`src/hw/rtl/ncs_ram.sv`:
```
module ncs_ram #(
   parameter int WIDTH = 8,
   parameter int DEPTH = 64
) (
   input  logic                     clock,
   input  logic                     we,
   input  logic [$clog2(DEPTH)-1:0] waddr,
   input  logic [WIDTH-1:0]         wdata,
   input  logic [$clog2(DEPTH)-1:0] raddr,
   output logic [WIDTH-1:0]         rdata
);

   logic [WIDTH-1:0] store_ff [DEPTH];
   logic [WIDTH-1:0] rdata_ff;

   // One write port and one registered read port.
   always_ff @(posedge clock) begin
      if (we) begin
         store_ff[waddr] <= wdata;
      end
      rdata_ff <= store_ff[raddr];
   end

   assign rdata = rdata_ff;

endmodule

```
`config.mk`:
```
export PLATFORM = sky130hd
export DESIGN_NAME = ncs_ram
export DESIGN_NICKNAME = d
export VERILOG_FILES = /design/src/hw/rtl/ncs_ram.sv
export SDC_FILE = /design/constraint.sdc
export NUM_CORES = 1
export LEC_CHECK = 0
export BUFFER_PORTS_ARGS = -buffer_cell sky130_fd_sc_hd__buf_2
export CORE_MARGIN = 5
export CORE_UTILIZATION = 38
export CTS_CLUSTER_DIAMETER = 50
export DETAILED_ROUTE_END_ITERATION = 10
export PLACE_DENSITY = 0.56
export SYNTH_ARGS = -nofsm -noshare
export SYNTH_HDL_FRONTEND = slang
export SYNTH_SLANG_ARGS = --single-unit
```
`constraint.sdc`:
```
create_clock -name clock -period 6.8 [get_ports clock]
set_clock_uncertainty 0.15 [all_clocks]
set_input_delay 1.36 -clock clock [delete_from_list [all_inputs] [get_ports clock]]
set_output_delay 1.36 -clock clock [all_outputs]
set_load 0.005 [all_outputs]
```
; After elaboration in Yosys (flattened, before gate mapping)
; Memory sizes are Yosys's and may differ from the RTL's. A register that Yosys moved wholly into a read port is not among the register bits.
; Cells that the tools add are included.
[word_totals]
ff_bits = 0
latch_bits = 0
ram_bits = 512
romBits = 0
inputBits = 22
output_inout_bits = 8
n_memories = 1
[mem_list]
columns = name, words, width, read_ports, rd_ports_with_merged_regs, write_ports, line_no
row1 = store_ff, 64, 8, 1, 1, 1, 13  ; logic [WIDTH-1:0] store_ff [DEPTH];
[op_classes]
addsub = 0
mul = 0
n_div = 0
n_lt_le_gt_ge = 0
n_eq_ne = 0
shift = 0
muxes = 2
n_bitwise = 0
n_reduce_logical = 0
[ops]
columns = cell, count
row1 = 1-bit two-way mux, 2

; Longest topological paths before layout
[depth]
depth_word = 2
depth_mapped = 9
depth_no_buf = 5

; Worst setup path before layout
; OpenSTA, ideal clock, no wires.
[synth_timing]
path_kind = input to register
start = input raddr[1]
end = register rdata_ff[3], in the netlist rdata[3] (read register of store_ff)
setup_ns = 0.128
arrival_time_ns = 2.900
t_required_ns = 6.522
path_slack_ns = 3.622
cell_stages = 7
path_buffers = 3
cell_sequence = buf_4 -> buf_2 -> buf_2 -> mux4_2 -> mux4_2 -> o21ai_1 -> o41ai_1
[synth_lines]
columns = element, line_no
row1 = from (decl), 9  ; input logic [$clog2(DEPTH)-1:0] raddr,
row2 = to (decl), 14  ; logic [WIDTH-1:0] rdata_ff;

==> impl_metrics.py <==
metrics = {
    "power_and_ir_drop": {
        "p_per_area_nw_per_um2": 298,
        "power_leakage_nw": 6.98,
        "clkPwrFrac_pct": 42.6,
        "comb_power_share_pct": 4.7,
        "p_seq_share_pct": 52.7,
        "p_switching_mw": 1.43,
        "p_sw_share_pct": 21.1,
        "vdd_drop_max_mv": 0.205,
        "intPower_mw": 5.33,
    },
    "die": {
        "coreArea_um2": 52600,
        "die_x_um": 240,
        "die-area_um2": 57800,
        "num_rows": 84,
        "die_h_um": 240,
        "initial_core_util_pct": 38.4,
        "io_pins": 30,
    },
    "layout": {
        "syn2layout_area_growth_pct": 12.6,
        "utilization_pct": 43.2,
        "fin_area_um2": 22700,
        "layout-drive-gt1-share_pct": 25.8,
        "layout.nets": 1008,
        "diodes": 0,
        "fillCellCount": 4490,
    },
    "synthesis": {
        "yosys-top-cells-count": "edfxtp_1, mux4_2, nor2_1",
        "yosysMostFrequentCell": "edfxtp_1",
        "async_reset_ff_share_pct": 0,
        "ys_seq_area_share_pct": 77.0,
        "synth_seq_cells": 520,
        "ys_warn_count": 0,
        "ys.flop_type": "edfxtp_1",
        "avgSynthCellArea_um2": 21.5,
        "mappedNetlistArea_um2": 20200,
        "synth.distinct_cells": 40,
        "synthTopCellsByArea": "edfxtp_1, mux4_2, nor2_1",
        "synth_fp_nets": 962,
        "synth.largest_area_cell": "edfxtp_1",
        "syn_inst": 940,
        "synth_top_area_share_pct": 76.2,
        "synth_edf_count": 512,
    },
    "grt": {
        "grt_max_degree": 65,
        "grt_antenna_before_repair": 0,
        "track_usage_pct": 16.1,
        "grt_pass1_vias": 9761,
        "grt_pass1_wl_um": 68100,
        "grt_overflow": 0,
    },
    "clock_network": {
        "htreeDepth": 2,
        "clk_latency_ns": 0.59,
        "cts_hold_buf": 0,
        "post_cts_buffers": 0,
        "cts_buffers": 53,
        "clk_pin_slew_ns": 0.07,
        "cts_sinks": 520,
        "clock_path_buffers": 3,
        "cts_tree": "built",
        "cts.root.buffer_cell": "clkbuf_16",
        "cts-resized-gates": 0,
    },
    "job": {
        "drv_cap": 0,
    },
    "critical_path": {
        "critPathKind": "in2reg",
        "crit_slowest_cell": "buf_4",
        "crit_family": "buffers and inverters",
        "critPathCaptureType": "register",
        "path_cells": "clkbuf_8 > buf_4 > mux4_2 > mux4_2 > nor2_1 > o32ai_1",
        "path_max_fanout": 58,
        "critical-path-max-stage-delay_ns": 0.59,
        "arrival_ns": 4.03,
        "required_ns": 7.11,
        "cp-start-kind": "input port",
        "crit_top_cell": "mux4_2",
        "path_buf_inv": 2,
    },
    "drt": {
        "wl_um": 46400,
        "routedWlPerCell_um": 27.0,
        "ant_nets": 0,
        "firstDrtPassIters": 5,
        "dr_total_vias": 9522,
        "drc": 0,
        "routed_via_density": 5.54,
        "first_iter_violations": 991,
    },
    "sta": {
        "clock.fmax_mhz": 269,
        "rsz0062_at_grt": "no",
        "worst_pin_slew_ns": 1.22,
        "final.setup.tns_ns": 0,
        "maxSlewHeadroom_pct": 18.4,
        "fin_crit_sh_pct": 54.6,
        "fin_crit_ns": 3.71,
        "setup_viol": 0,
        "final_hold_viol_count": 0,
        "setup_ws_ns": 3.09,
        "maxSlewViolCount": 0,
    },
    "outcome": {
        "status": "finished, final reports clean",
    },
    "placement": {
        "place_hpwl_um": 27300,
        "globalplace.congestion": 0.779,
        "io_buffers": 29,
        "dp_slack_ns": 2.31,
        "placed_area_um2": 21000,
    },
    "hold_path": {
        "hp-class": "reg2reg",
    },
}
## per-stage QoR
step                total power, mW  hold slack, ns  instances
CTS                            6.82           0.707       1718
detailed placement             3.95           0.694       1619
finish                         6.76           0.690       1718
floorplan                      3.81           0.568        940
global placement               3.95           0.679       1619
global route                   6.98           0.729       1718
## power by group through the flow
stage          logic (mW)  clock network, mW  registers (mW)
2_1_floorplan       0.189                  0            3.62
5_1_grt             0.341               3.08            3.56
4_1_cts             0.324               2.94            3.56
3_3_place_gp        0.320                  0            3.63
3_5_place_dp        0.324                  0            3.63
6_report            0.317               2.88            3.56
## cell usage in the layout, fill, tap and decap left out, drive strengths merged, types with 4 or more instances in the layout
| master | n |
|---|---|
| edfxtp | 512 |
| mux4 | 126 |
| nor2 | 83 |
| clkbuf | 62 |
| buf | 41 |
| clkinv | 27 |
| mux2i | 23 |
| nand2 | 19 |
| nor2b | 14 |
| mux2 | 13 |
| nand3 | 13 |
| o221ai | 8 |
| o22ai | 8 |
| dfxtp | 8 |
| nand2b | 7 |
| nor3 | 7 |
| a221oi | 6 |
| bufinv | 5 |
| a211oi | 4 |
| clkinvlp | 4 |
| o21ai | 4 |
## routing by layer
| layer | part of all wire [%] | global-route usage, % |
|---|---|---|
| met2 | 48 | 25.0 |
| met3 | 6.3 | 3.12 |
| met4 | 2.7 | 5.30 |
| met5 | 0 | 0 |
| met1 | 43 | 23.3 |
## sequential cells by signal, indices dropped and copies added, names as in the netlist
signal    count
store_ff    512
rdata         8
## worst min-delay path, cell delays in order, from the launching register on
cell and delay [ns]:
edfxtp_1 0.32, mux4_2 0.23, nor2_1 0.05, o32ai_1 0.20
## cell families after synthesis
| logic type | after synthesis | synth area share, % |
|---|---|---|
| compound gates | 54 | 2.07 |
| flops | 520 | 77.0 |
| buf+inv | 51 | 1.57 |
| mux | 162 | 15.9 |
| simple gates | 153 | 3.39 |
## path summary, 6_finish.rpt
path | start | slack, ns | endpoint | cells past startpoint
worst max-delay path | raddr[0] | 3.09 | rdata[6] | 6
worst min-delay path | store_ff[30][6] | 0.69 | rdata[6] | 3
worst max register to register | store_ff[21][6] | 4.57 | rdata[6] | 5
worst min register to register | store_ff[30][6] | 0.69 | rdata[6] | 3
## cell type report
| type | instances | area, um^2 | area share [%] |
|---|---|---|---|
| multi-input cells | 369 | 4330 | 19.1 |
| flip-flops and latches | 520 | 15500 | 68.4 |
| clock buffers | 61 | 1400 | 6.16 |
| well taps | 688 | 861 | 3.79 |
| clock inverters | 38 | 325 | 1.43 |
| repair buffers | 42 | 256 | 1.13 |
Power figures use the tool's default switching activity.
