<file path="config.mk">
export PLATFORM = sky130hd
export DESIGN_NAME = ncs_load
export DESIGN_NICKNAME = d
export VERILOG_FILES = /design/src/hw/rtl/ncs_pkg.sv /design/src/hw/rtl/ncs_load.sv
export SDC_FILE = /design/constraint.sdc
export NUM_CORES = 1
export LEC_CHECK = 0
export BUFFER_PORTS_ARGS = -buffer_cell sky130_fd_sc_hd__buf_4
export CAP_MARGIN = 20
export CORE_ASPECT_RATIO = 0.7
export CORE_UTILIZATION = 30
export CTS_CLUSTER_SIZE = 8
export DETAILED_ROUTE_END_ITERATION = 8
export PLACE_DENSITY = 0.8
export SETUP_SLACK_MARGIN = 0.02
export SYNTH_ARGS = -nofsm -noshare
export SYNTH_HDL_FRONTEND = slang
export SYNTH_SLANG_ARGS = --single-unit
</file>
<file path="constraint.sdc">
create_clock -name clock -period 2.1 [get_ports clock]
set_input_delay 0.105 -clock clock [delete_from_list [all_inputs] [get_ports clock]]
set_output_delay 0.105 -clock clock [all_outputs]
set_load 0.01 [all_outputs]
</file>
<file path="src/hw/rtl/ncs_pkg.sv">
package ncs_pkg;

   // Default capacity of the loaded solution set.
   localparam int MAX_ITEMS_DEF = 64;

   // Field widths fixed by the interface.
   localparam int OBJ_W  = 32;
   localparam int NEED_W = 7;
   localparam int IDX_W  = 6;
   localparam int DIST_W = 18;
   localparam int QUOT_W = 17;

   localparam logic [DIST_W-1:0] DIST_MAX   = 18'h3FFFF;
   localparam logic [NEED_W-1:0] SEL_RESET  = 7'd20;
   localparam logic [NEED_W-1:0] RESULT_CAP = 7'd64;

   // One quotient bit per divider step.
   localparam int DIV_STEPS = 17;

   // Depth of the result queue.
   localparam int QUEUE_DEPTH = 4;

   typedef struct packed {
      logic              start;
      logic [NEED_W-1:0] need;
   } ctrl_type;

   typedef struct packed {
      logic busy;
      logic done;
   } stat_type;

   typedef struct packed {
      logic             last;
      logic [IDX_W-1:0] index;
   } result_type;

endpackage

</file>
<file path="src/hw/rtl/ncs_load.sv">
module ncs_load #(
   parameter int MAX_ITEMS = ncs_pkg::MAX_ITEMS_DEF
) (
   input  logic                                clock,
   input  logic                                reset,
   input  logic                                req_tvalid,
   output logic                                req_tready,
   input  logic [2*ncs_pkg::OBJ_W-1:0]         req_tdata,
   input  logic                                req_tlast,
   input  logic                                csr_we,
   input  logic [ncs_pkg::NEED_W-1:0]          csr_wdata,
   input  ncs_pkg::stat_type                   stat,
   output ncs_pkg::ctrl_type                   ctrl,
   output logic [$clog2(MAX_ITEMS+1)-1:0]      loaded,
   output logic                                wr_en,
   output logic [$clog2(MAX_ITEMS)-1:0]        wr_addr,
   output logic [ncs_pkg::OBJ_W-1:0]           wr_first,
   output logic [ncs_pkg::OBJ_W-1:0]           wr_second
);

   localparam int IW = $clog2(MAX_ITEMS);
   localparam int CW = $clog2(MAX_ITEMS+1);

   logic [CW-1:0]                 loaded_ff, loaded_in;
   logic [ncs_pkg::NEED_W-1:0]    count_ff, count_in;
   logic                          accept;

   // Requests are taken only while the back end is idle.
   assign req_tready = !stat.busy;
   assign accept     = req_tvalid && req_tready;

   // Store the objectives while there is room; extra requests are dropped.
   assign wr_en     = accept && (loaded_ff < CW'(MAX_ITEMS));
   assign wr_addr   = loaded_ff[IW-1:0];
   assign wr_first  = req_tdata[ncs_pkg::OBJ_W-1:0];
   assign wr_second = req_tdata[2*ncs_pkg::OBJ_W-1:ncs_pkg::OBJ_W];
   assign loaded    = loaded_ff;

   always_comb begin
      loaded_in = loaded_ff;
      if (stat.done) begin
         loaded_in = '0;
      end else if (wr_en) begin
         loaded_in = loaded_ff + 1'b1;
      end
      count_in = csr_we ? csr_wdata : count_ff;
   end

   // The last request of a set starts a selection run with a clamped count.
   always_comb begin
      ctrl.start = accept && req_tlast;
      if (count_ff == '0) begin
         ctrl.need = ncs_pkg::NEED_W'(1);
      end else if (count_ff > ncs_pkg::RESULT_CAP) begin
         ctrl.need = ncs_pkg::RESULT_CAP;
      end else begin
         ctrl.need = count_ff;
      end
   end

   always_ff @(posedge clock) begin
      if (reset) begin
         loaded_ff <= '0;
         count_ff  <= ncs_pkg::SEL_RESET;
      end else begin
         loaded_ff <= loaded_in;
         count_ff  <= count_in;
      end
   end

endmodule

</file>
# After elaboration in Yosys (flattened, before gate mapping)
# Index checks and enable logic that the tools add are counted.
# Widths: inputs -> output; s select.
word_totals:
  register_bits: 14
  romBits: 0
  elab_cells: 13
  in_bits: 78
  latchBits: 0
  n_memories: 0
  ramBits: 0
classes:
  n_lt_le_gt_ge: 2
  addsub: 1
  n_eq_ne: 0
  shifts: 0
  n_reduce_logical: 6
  n_bitwise: 0
  n_mux: 2
  div: 0
  n_mul: 0
ops:
  columns: ["op", "n"]
  rows:
  - ["$mux 7", 2]
  - ["$add 7x1->7 const B", 1]
  - ["$gt 7x7->1 const B", 1]
  - ["$logic_not 7->1", 1]
  - ["$lt 7x7->1 const B", 1]
  - ["$logic_and 1x1->1", 3]
  - ["$reduce_or 2->1", 1]
  - ["$logic_not 1->1", 1]

# Depth between registers and ports, before layout
logic_depth:
  ltp_word: 3
  ltp_mapped: 5
  ltp_nobuf: 4

# Worst setup path before layout
# OpenSTA, ideal clock, no wires.
synth_timing:
  path_kind: "register to register"
  from: "reg loaded_ff[6], in the netlist loaded[6]"
  to: "reg loaded_ff[5], in the netlist loaded[5]"
  setup_ns: 0.070
  arrival_time_ns: 1.444
  required_time_ns: 2.030
  path_slack_ns: 0.586
  n_path_buf: 1
  path_stages_with_launch: 5
  cell_sequence: "dfxtp_1 > or3b_1 > clkbuf_2 > or4_1 > a21oi_1"
synth_via:
  elab_chain_cells: 2
synth_lines:
  columns: ["element", "line", "source"]
  rows:
  - ["start: declaration", "ncs_load.sv:24", "logic [CW-1:0] loaded_ff, loaded_in;"]
  - ["start signal: assignment", "ncs_load.sv:66", "loaded_ff <= loaded_in;"]
  - ["$lt 7x7->1", "ncs_load.sv:33", "assign wr_en = accept && (loaded_ff < CW'(MAX_ITEMS));"]
  - ["$logic_and 1x1->1", "ncs_load.sv:33", null]
# Every way passes these cells.
# A chain may end at the register's enable or synchronous reset.

# Worst setup path after layout
# Ends and elaborated chain as after synthesis.

==> flow_summary.ini <==
[outcome]
outcome = finished clean

[timing]
fmax_mhz = 653
fin_ws_ns = 0.569
maxSlewViolCount = 0
holdWs_ns = 0.0712
grt_setup_unrepaired = false
finClkSkew_ns = 0.00204
tns_ns = 0
relSlewSlack_pct = 82.7
tightest_slew_ns = 0.260
fin_crit_ns = 1.53
setup_violations = 0
finalHoldViolCount = 0
fin_crit_sh_pct = 72.9

[place]
place_congestion = 0.744
io_buffers = 36
pre_cts_slack_ns = 0.598
hpwl_mm = 1.53
dpl.cell_count = 155

[logic_synthesis]
yosys_warnings = 0
synthesis.nets = 223
synth.avg_cell_area_um2 = 8.10
synthesis.area_um2 = 1170
syn_inst = 144
ys_ff_latch = 14
synth_seq_area_share_pct = 24.0
synth_cell_types = 26

[drt]
drtPass1Iterations = 4
wl_per_cell_um = 12.2
vias = 698
antenna_left = 0
vias_per_cell = 4.39
drt_iter0_markers = 13
drc_errors = 0
drt_wl_total_mm = 1.94

[clocking]
insertion_delay_ns = 0.24
cts_buffer_depth = 2
cts_sinks = 14
cts_tree = yes
clk_pin_slew_worst_paths_ns = 0.06
cts_made_buffers = 3
htreeDepth = 1
post_cts_buffers = 0
hold_buffers = 0
cts_resized = 0
clock-root-buffer = clkbuf_8

[final_layout]
fin_cells = 159
n_fill_cell = 386
diodes = 0
finalNetCount = 189
layout-drive-gt1-share_pct = 41.3
area_delta_synth_final_pct = -13.5

[global_route]
grt-busiest-layer = met1
antenna_found_initial = 0
grt_use_met1_pct = 10.4
grt_pass1_wl_mm = 2.68
gr-total-overflow = 0
met3_usage_pct = 8.31
track_usage_pct = 8.78
grt_max_degree = 11
grt_pass1_vias = 525
grtUsageMet2_pct = 10.2

[floorplanning]
fp.dieW_um = 76.5
initial_core_util_pct = 32.2
dieArea_um2 = 4140
rows = 18
die_y_um = 54.2
pin_count = 165
core_um2 = 3630

[critical_path]
crit_path_start_kind = flip-flop
arrival_ns = 1.70
end_kind = flip-flop
slowest_stage = or4_1
crit_type = flip-flop to flip-flop
path_max_fanout = 8
path_cells = or3b_1, or4_1, a21oi_1
cp.required_ns = 2.27
critPathMaxStageDelay_ns = 0.53

[power_and_ir_drop]
powerDensity_nw_per_um2 = 622
power_leakage_nw = 0.462
irDropWorstVdd_mv = 0.225

[hold_path]
min_path_type = input pin to flip-flop

[flow_run]
drv_cap = 0
==> where the power goes <==
part	total, mW	internal (mW)	leakage [nW]	switching (mW)
Sequential	0.284	0.275	0.114	0.00870
Clock	0.258	0.166	0.0288	0.0924
Combinational	0.0854	0.0494	0.319	0.0360
Total	0.627	0.490	0.462	0.137
==> final timing paths <==
check / start / end / slack [ns] / depth (start not counted)
hold / removal: csr_wdata[4] / count_ff[4] / 0.07 / 2
setup / recovery: loaded[6] / loaded[5] / 0.57 / 3
hold reg to reg: count_ff[0] / count_ff[0] / 0.51 / 2
setup reg to reg: loaded[6] / loaded[5] / 0.57 / 3
==> logic make-up (layout without fill, tap and decap cells) <==
logic type                 after synthesis  in the layout  synth area share, %
buffers and inverters                   78             43                 47.7
and+or+nand+nor                         33             33                 15.2
DFF                                     14             14                 24.0
AOI/OAI and AO/OA                       11             11                 6.01
muxes                                    6              6                 5.15
adders and majority gates                1              1                 1.07
xor gates and xnor gates                 1              1                0.751
==> through the flow <==
stage / area, µm² / util (%) / power (mW)
final: 1010 / 27.8 / 0.627
after global routing: 1010 / 27.8 / 0.664
after CTS: 1010 / 27.8 / 0.640
after detailed placement: 953 / 26.3 / 0.376
after global placement: 953 / 26.3 / 0.374
after floorplan: 1170 / - / 0.457
==> cell type report <==
cell class	instances	area (µm²)	area share, %
clock buffer	4	55.1	5.46
sequential	14	280	27.8
inverter	3	11.3	1.12
tap	50	62.6	6.20
multi-input combinational	52	329	32.6
timing repair buffer	36	270	26.8
==> metal layers <==
layer	part of all wire (%)	up-vias	wire, µm
met1	45	325	872
met2	40	45	770
met3	14	6	267
met4	1.4	0	28
met5	0	-	0
li1	-	322	-
==> cells in the mapped netlist <==
cell type,number,area (µm²)
buf_4,70,526
dfxtp_1,14,280
nor2_1,10,37.5
nor2b_1,7,43.8
mux2i_1,6,60.1
a21oi_1,5,25.0
clkbuf_1,4,15.0
nand2_1,4,15.0
inv_1,3,11.3
a211o_1,2,17.5
nand3_1,2,10.0
o21ai_0,2,10.0
or3_2,2,15.0
and3_2,1,7.51
clkbuf_2,1,5.00
ha_1,1,12.5
nand4_1,1,6.26
nand4b_1,1,8.76
nor3_1,1,5.00
o21ba_2,1,10.0
o31ai_1,1,7.51
or2_2,1,6.26
or3_1,1,6.26
or3b_1,1,8.76
or4_1,1,7.51
xnor2_1,1,8.76
==> cells in the final DEF, fill, tap and decap left out <==
cell,netlist,routed
buf_4,70,36
dfxtp_1,14,14
nor2_1,10,10
nor2b_1,7,7
mux2i_1,6,6
a21oi_1,5,5
nand2_1,4,4
clkbuf_8,0,4
inv_1,3,3
a211o_1,2,2
nand3_1,2,2
o21ai_0,2,2
or3_2,2,2
or3b_1,1,1
nor3_1,1,1
and3_2,1,1
o31ai_1,1,1
or4_1,1,1
or2_2,1,1
or3_1,1,1
nand4_1,1,1
nand4b_1,1,1
o21ba_2,1,1
xnor2_1,1,1
ha_1,1,1
==> state kept, by name, summed over array words and instances (netlist names) <==
name	flops
count_ff	7
loaded	7
==> worst max-delay path, delay by kind of cell, from the launching register on <==
| family | cells | cell delay [ns] |
|---|---|---|
| compound gates | 1 | 0.14 |
| flops | 1 | 0.31 |
| simple gates | 2 | 1.01 |
Note: power is estimated with default switching activity, not from simulation.
