--- src/hw/rtl/ncs_pkg.sv ---
package ncs_pkg;

   // Default capacity of the loaded solution set.
   localparam int MAX_ITEMS_DEF = 64;

   // Field widths fixed by the interface.
   localparam int OBJ_W  = 32;
   localparam int NEED_W = 7;
   localparam int IDX_W  = 6;
   localparam int DIST_W = 18;
   localparam int QUOT_W = 17;

   localparam logic [DIST_W-1:0] DIST_MAX   = 18'h3FFFF;
   localparam logic [NEED_W-1:0] SEL_RESET  = 7'd20;
   localparam logic [NEED_W-1:0] RESULT_CAP = 7'd64;

   // One quotient bit per divider step.
   localparam int DIV_STEPS = 17;

   // Depth of the result queue.
   localparam int QUEUE_DEPTH = 4;

   typedef struct packed {
      logic              start;
      logic [NEED_W-1:0] need;
   } ctrl_type;

   typedef struct packed {
      logic busy;
      logic done;
   } stat_type;

   typedef struct packed {
      logic             last;
      logic [IDX_W-1:0] index;
   } result_type;

endpackage

--- src/hw/rtl/ncs_queue.sv ---
module ncs_queue (
   input  logic                  clock,
   input  logic                  reset,
   input  logic                  push,
   input  ncs_pkg::result_type   push_data,
   output logic                  full,
   output logic                  rsp_tvalid,
   input  logic                  rsp_tready,
   output logic [7:0]            rsp_tdata,
   output logic                  rsp_tlast
);

   localparam int DEPTH = ncs_pkg::QUEUE_DEPTH;
   localparam int PW    = $clog2(DEPTH);

   ncs_pkg::result_type slot_ff [DEPTH];
   logic [PW-1:0]       head_ff, head_in, tail_ff, tail_in;
   logic [PW:0]         fill_ff, fill_in;
   logic                pop;

   assign full       = (fill_ff == (PW+1)'(DEPTH));
   assign rsp_tvalid = (fill_ff != '0);
   assign pop        = rsp_tvalid && rsp_tready;
   assign rsp_tdata  = {{(8-ncs_pkg::IDX_W){1'b0}}, slot_ff[head_ff].index};
   assign rsp_tlast  = slot_ff[head_ff].last;

   // Pointer and fill bookkeeping.
   always_comb begin
      head_in = pop ? head_ff + 1'b1 : head_ff;
      tail_in = push ? tail_ff + 1'b1 : tail_ff;
      fill_in = fill_ff + (PW+1)'(push) - (PW+1)'(pop);
   end

   always_ff @(posedge clock) begin
      if (push) begin
         slot_ff[tail_ff] <= push_data;
      end
   end

   always_ff @(posedge clock) begin
      if (reset) begin
         head_ff <= '0;
         tail_ff <= '0;
         fill_ff <= '0;
      end else begin
         head_ff <= head_in;
         tail_ff <= tail_in;
         fill_ff <= fill_in;
      end
   end

endmodule

--- config.mk ---
export PLATFORM = sky130hd
export DESIGN_NAME = ncs_queue
export DESIGN_NICKNAME = d
export VERILOG_FILES = /design/src/hw/rtl/ncs_pkg.sv /design/src/hw/rtl/ncs_queue.sv
export SDC_FILE = /design/constraint.sdc
export NUM_CORES = 1
export LEC_CHECK = 0
export ABC_AREA = 1
export BUFFER_PORTS_ARGS = -buffer_cell sky130_fd_sc_hd__buf_2
export CORE_MARGIN = 2
export CORE_UTILIZATION = 52
export CTS_BUF_LIST = sky130_fd_sc_hd__clkbuf_4 sky130_fd_sc_hd__clkbuf_8
export CTS_CLUSTER_SIZE = 10
export DETAILED_ROUTE_END_ITERATION = 8
export PLACE_DENSITY = 0.76
export SYNTH_ARGS = -nofsm -noshare
export SYNTH_HDL_FRONTEND = slang
export SYNTH_SLANG_ARGS = --single-unit
--- constraint.sdc ---
create_clock -name clock -period 1.6 [get_ports clock]
set_clock_uncertainty 0.05 [all_clocks]
set_input_delay 0.32 -clock clock [delete_from_list [all_inputs] [get_ports clock]]
set_output_delay 0.32 -clock clock [all_outputs]
set_load 0.02 [all_outputs]
Word level (Yosys, flattened, before mapping)
Memories as Yosys holds them, arrays and structs flattened. A register that Yosys moved wholly into a read port is not among the register bits.
Cells that the tools add are included.
{ "word_totals": {"romBits": 0, "output_inout_bits": 11, "elab_cells": 15, "mem_count": 1, "latchBits": 0, "mem_bits_rw": 28, "regBits": 7} }
{ "mem_list": {"columns": ["name", "depth", "word_bits", "read_ports", "rd_ports_with_merged_regs", "wr", "line", "rtl"], "rows": [
  ["slot_ff", 4, 7, 1, 1, 1, "ncs_queue.sv:16", "ncs_pkg::result_type slot_ff [DEPTH];"]
]} }
{ "classes": {"mul": 0, "bitwise": 0, "mux": 4, "div": 0, "add_sub_neg": 4, "shift": 0, "reduce_logical": 2, "magnitude_cmp": 0, "n_eq_ne": 1} }
{ "ops": {"columns": ["op", "count"], "rows": [
  ["2-bit by 1-bit adder with 2-bit output (second input constant)", 2],
  ["2-bit 2-to-1 mux", 2],
  ["3-bit by 1-bit adder with 3-bit output", 1],
  ["3-bit == test (second input constant)", 1],
  ["3-bit nonzero test", 1],
  ["3-bit by 1-bit subtractor with 3-bit output", 1],
  ["1-bit 2-to-1 mux", 2],
  ["1-bit logical AND", 1]
]} }

Logic depth before layout (Yosys ltp)
{ "depth": {"ltp_word": 4, "depth_mapped": 9, "ltp_nobuf": 9} }

Worst setup path after synthesis
Ideal clock, no wire load.
{ "synth_path": {"kind": "flip-flop to flip-flop", "from": "register fill_ff[1]", "to": "register fill_ff[2]", "required_ns": 1.435, "path_buffers": 0, "path_stages_with_launch": 9, "slack_ns": -0.115, "arrival_time_ns": 1.550, "period_less_slack_ns": 1.715, "cell_sequence": "dfxtp_1 -> nor2_1 -> a21boi_0 -> ha_1 -> inv_1 -> ha_1 -> fa_1 -> a21oi_1 -> nor2_1"} }
{ "synth_via": {"elab_chain_cells": 3} }
{ "synth_rtl": {"columns": ["element", "line", "rtl"], "rows": [
  ["start, declared", "ncs_queue.sv:18", "logic [PW:0] fill_ff, fill_in;"],
  ["start signal, assigned", "ncs_queue.sv:48", "fill_ff <= fill_in;"],
  ["3-bit nonzero test", "ncs_queue.sv:22", "assign rsp_tvalid = (fill_ff != '0);"],
  ["1-bit logical AND", "ncs_queue.sv:23", "assign pop = rsp_tvalid && rsp_tready;"],
  ["named net pop", "ncs_queue.sv:19", "logic pop;"],
  ["3-bit by 1-bit subtractor with 3-bit output", "ncs_queue.sv:31", "fill_in = fill_ff + (PW+1)'(push) - (PW+1)'(pop);"]
]} }
The timed path passes the listed nets, and every way through them passes these cells.
A chain may end at the register's enable or synchronous reset.

Worst setup path in the final report
{ "layout_path": {"from": "register fill_ff[0]", "to": "register fill_ff[1]"} }
{ "layout_via": {"elab_chain_cells": 3} }
{ "layout_rtl": {"columns": ["element", "line"], "rows": [
  ["3-bit nonzero test", "ncs_queue.sv:22"],
  ["1-bit logical AND", "ncs_queue.sv:23"],
  ["named net pop", "ncs_queue.sv:19"],
  ["3-bit by 1-bit subtractor with 3-bit output", "ncs_queue.sv:31"],
  ["named net fill_in[1]", "ncs_queue.sv:18"]
]} }
The timed path passes the listed nets, and every way through them passes these cells.

==> results.yml <==
status:
  status: "finished with violations"
  failed_checks: "negative setup slack"
sta:
  fin_crit_sh_pct: 110
  rsz0062_at_grt: "yes"
  fmax_ghz: 0.569
  period_minus_slack_ns: 1.76
  final-max-slew-violation-count: 0
  whs_ns: 0.0917
  hold_violations: 0
  tns_ns: -0.490
  setup_violations: 10
  timing.final.ws_setup_ns: -0.158
layout:
  layout_commonest_cell: "edfxtp_1"
  nNetsFinal: 180
  layout_common_cells: "edfxtp_1 (28), nor2_1 (20), inv_1 (14)"
  diodes: 0
  syn2layout_area_growth_pct: 21.8
  drive_gt1_share_pct: 36.2
power:
  leakagePower_nw: 0.768
  ir_drop_mv: 1.61
  power_density_mw_per_mm2: 1500
global_route:
  antenna_found_initial: 0
  grt_pass1_wl_um: 4330
  grt_max_degree: 15
  grt_pass1_vias: 959
  grt_usage_pct: 18.4
  overflow: 0
yosys:
  syn_area_mm2: 0.00153
  syn-instance-count: 132
  syn_avg_cell_area_um2: 11.6
  ys_ff_latch: 37
  ys_seq_area_share_pct: 66.8
  synth_warnings: 0
  ys_types: 19
worst_setup_path:
  path_cells: "nor2_2 -> a21boi_1 -> ha_1 -> inv_2 -> ha_4 -> fa_2 -> inv_2 -> nor2_2"
  crit_type: "reg -> reg"
  crit_slowest_cell: "fa_2"
  path_max_fanout: 3
  slowest_delay_ns: 0.52
  worstPathArrival_ns: 2.00
  crit_required_ns: 1.84
  worstSetupEndpointType: "flop"
  start_kind: "flop"
die:
  initial_core_util_pct: 55.0
  die_y_um: 58.2
  dieArea_mm2: 0.00339
  coreArea_mm2: 0.00278
  ios: 22
  placementRows: 19
  die_w_um: 58.2
drt:
  drcViolationCount: 0
  initialDrtViolationCount: 36
  vias_per_cell: 5.07
  wl_per_cell_um: 14.1
  drtPass1Iterations: 4
  vias: 984
  ant_nets: 0
  drt-total-wl_um: 2730
clock_network:
  cts_buffer_depth: 2
  clockRootBuffer: "clkbuf_4"
  cts_made_buffers: 5
  htreeDepth: 2
  clk_pin_slew_ns: 0.11
  cts.sinks: 37
  postCtsHoldBufs: 0
  cts_tree: "done"
  insertion_delay_ns: 0.35
placement:
  port_buffers: 19
  gp_congestion: 0.810
  dp_hpwl_um: 1820
run:
  cap_violations: 0
worst_hold_path:
  hp-class: "in -> reg"
## flip-flops by register name (all words and copies together) (netlist names), named ones only
register  count
slot_ff      28
fill_ff       3
head_ff       2
tail_ff       2
## critical path: cells and delay by family, from the launching register on
family	cells	cell delay, ns
DFF	1	0.35
and+or+nand+nor	2	0.20
AOI/OAI and AO/OA	1	0.07
buffers and inverters	2	0.08
adders and majority gates	3	0.95
## per-layer routing
layer / share of wire [%] / track usage, % / up-vias
li1: - / - / 506
met5: 0 / 0 / -
met2: 51 / 29.9 / 20
met3: 5.0 / 8.26 / 8
met1: 41 / 20.5 / 450
met4: 2.2 / 8.97 / 0
## metrics by stage
stage / cells / total power, mW / utilization (%) / area, um^2 / worst slack (ns)
3_3_place_gp: 184 / 1.99 / 60.2 / 1680 / -0.131
5_1_grt: 194 / 2.96 / 66.9 / 1860 / -0.237
3_5_place_dp: 184 / 2.04 / 60.2 / 1680 / -0.192
2_1_floorplan: 133 / 1.78 / - / 1540 / -0.0653
6_report: 194 / 2.78 / 66.9 / 1860 / -0.158
4_1_cts: 193 / 2.66 / 65.0 / 1810 / -0.161
## synth_stat cells (all sizes together)
cell type,instances,share of area (%)
a21boi,1,0.49
a21oi,5,1.6
buf,4,2.5
conb,1,0.25
dfxtp,9,12
edfxtp,28,55
fa,1,1.3
ha,6,4.9
inv,18,4.4
nand2,12,3.1
nand3,2,0.65
nor2,22,5.4
o21ai,16,5.7
o22ai,7,2.9
## cells by family (layout without fill, tap and decap cells)
group	count (synthesis)	in the layout	synth area share [%]
flip-flops	37	37	66.8
AND/OR/NAND/NOR	36	36	9.17
AO/OA/AOI/OAI	29	29	10.7
buffers and inverters	22	52	6.87
adder cells (fa/ha/maj)	7	7	6.22
other	1	2	0.245
## area by class of cell
type | instances | area [um^2]
sequential | 37 | 1030
fill | 200 | 920
multi-input combinational | 74 | 472
timing repair buffer | 26 | 185
inverter | 18 | 80.1
clock buffer | 6 | 45.0
tap | 31 | 38.8
clock inverter | 2 | 10.0
## power by group
group,internal (mW),total [mW],switching (mW),leakage [nW]
combinational,0.486,1.08,0.598,0.399
sequential,1.14,1.22,0.0827,0.334
clock,0.184,0.482,0.298,0.0354
total,1.81,2.78,0.978,0.768
## repair_timing
| item | in CTS | in global routing |
|---|---|---|
| pin swaps | 12 | 11 |
| setup endpoints to repair | 10 | 11 |
| resized for setup | 28 | 17 |
| setup buffers | 1 | 2 |
## final timing paths
path	slack (ns)	from	cells after the start	end
setup reg to reg	-0.16	fill_ff[0]$_SDFF_PP0_	8	fill_ff[1]$_SDFF_PP0_
setup / recovery	-0.16	fill_ff[0]$_SDFF_PP0_	8	fill_ff[1]$_SDFF_PP0_
hold / removal	0.09	reset	2	fill_ff[1]$_SDFF_PP0_
hold reg to reg	0.47	head_ff[0]$_SDFFE_PP0P_	2	head_ff[0]$_SDFFE_PP0P_
No activity file was read; power rests on OpenSTA's default activity.
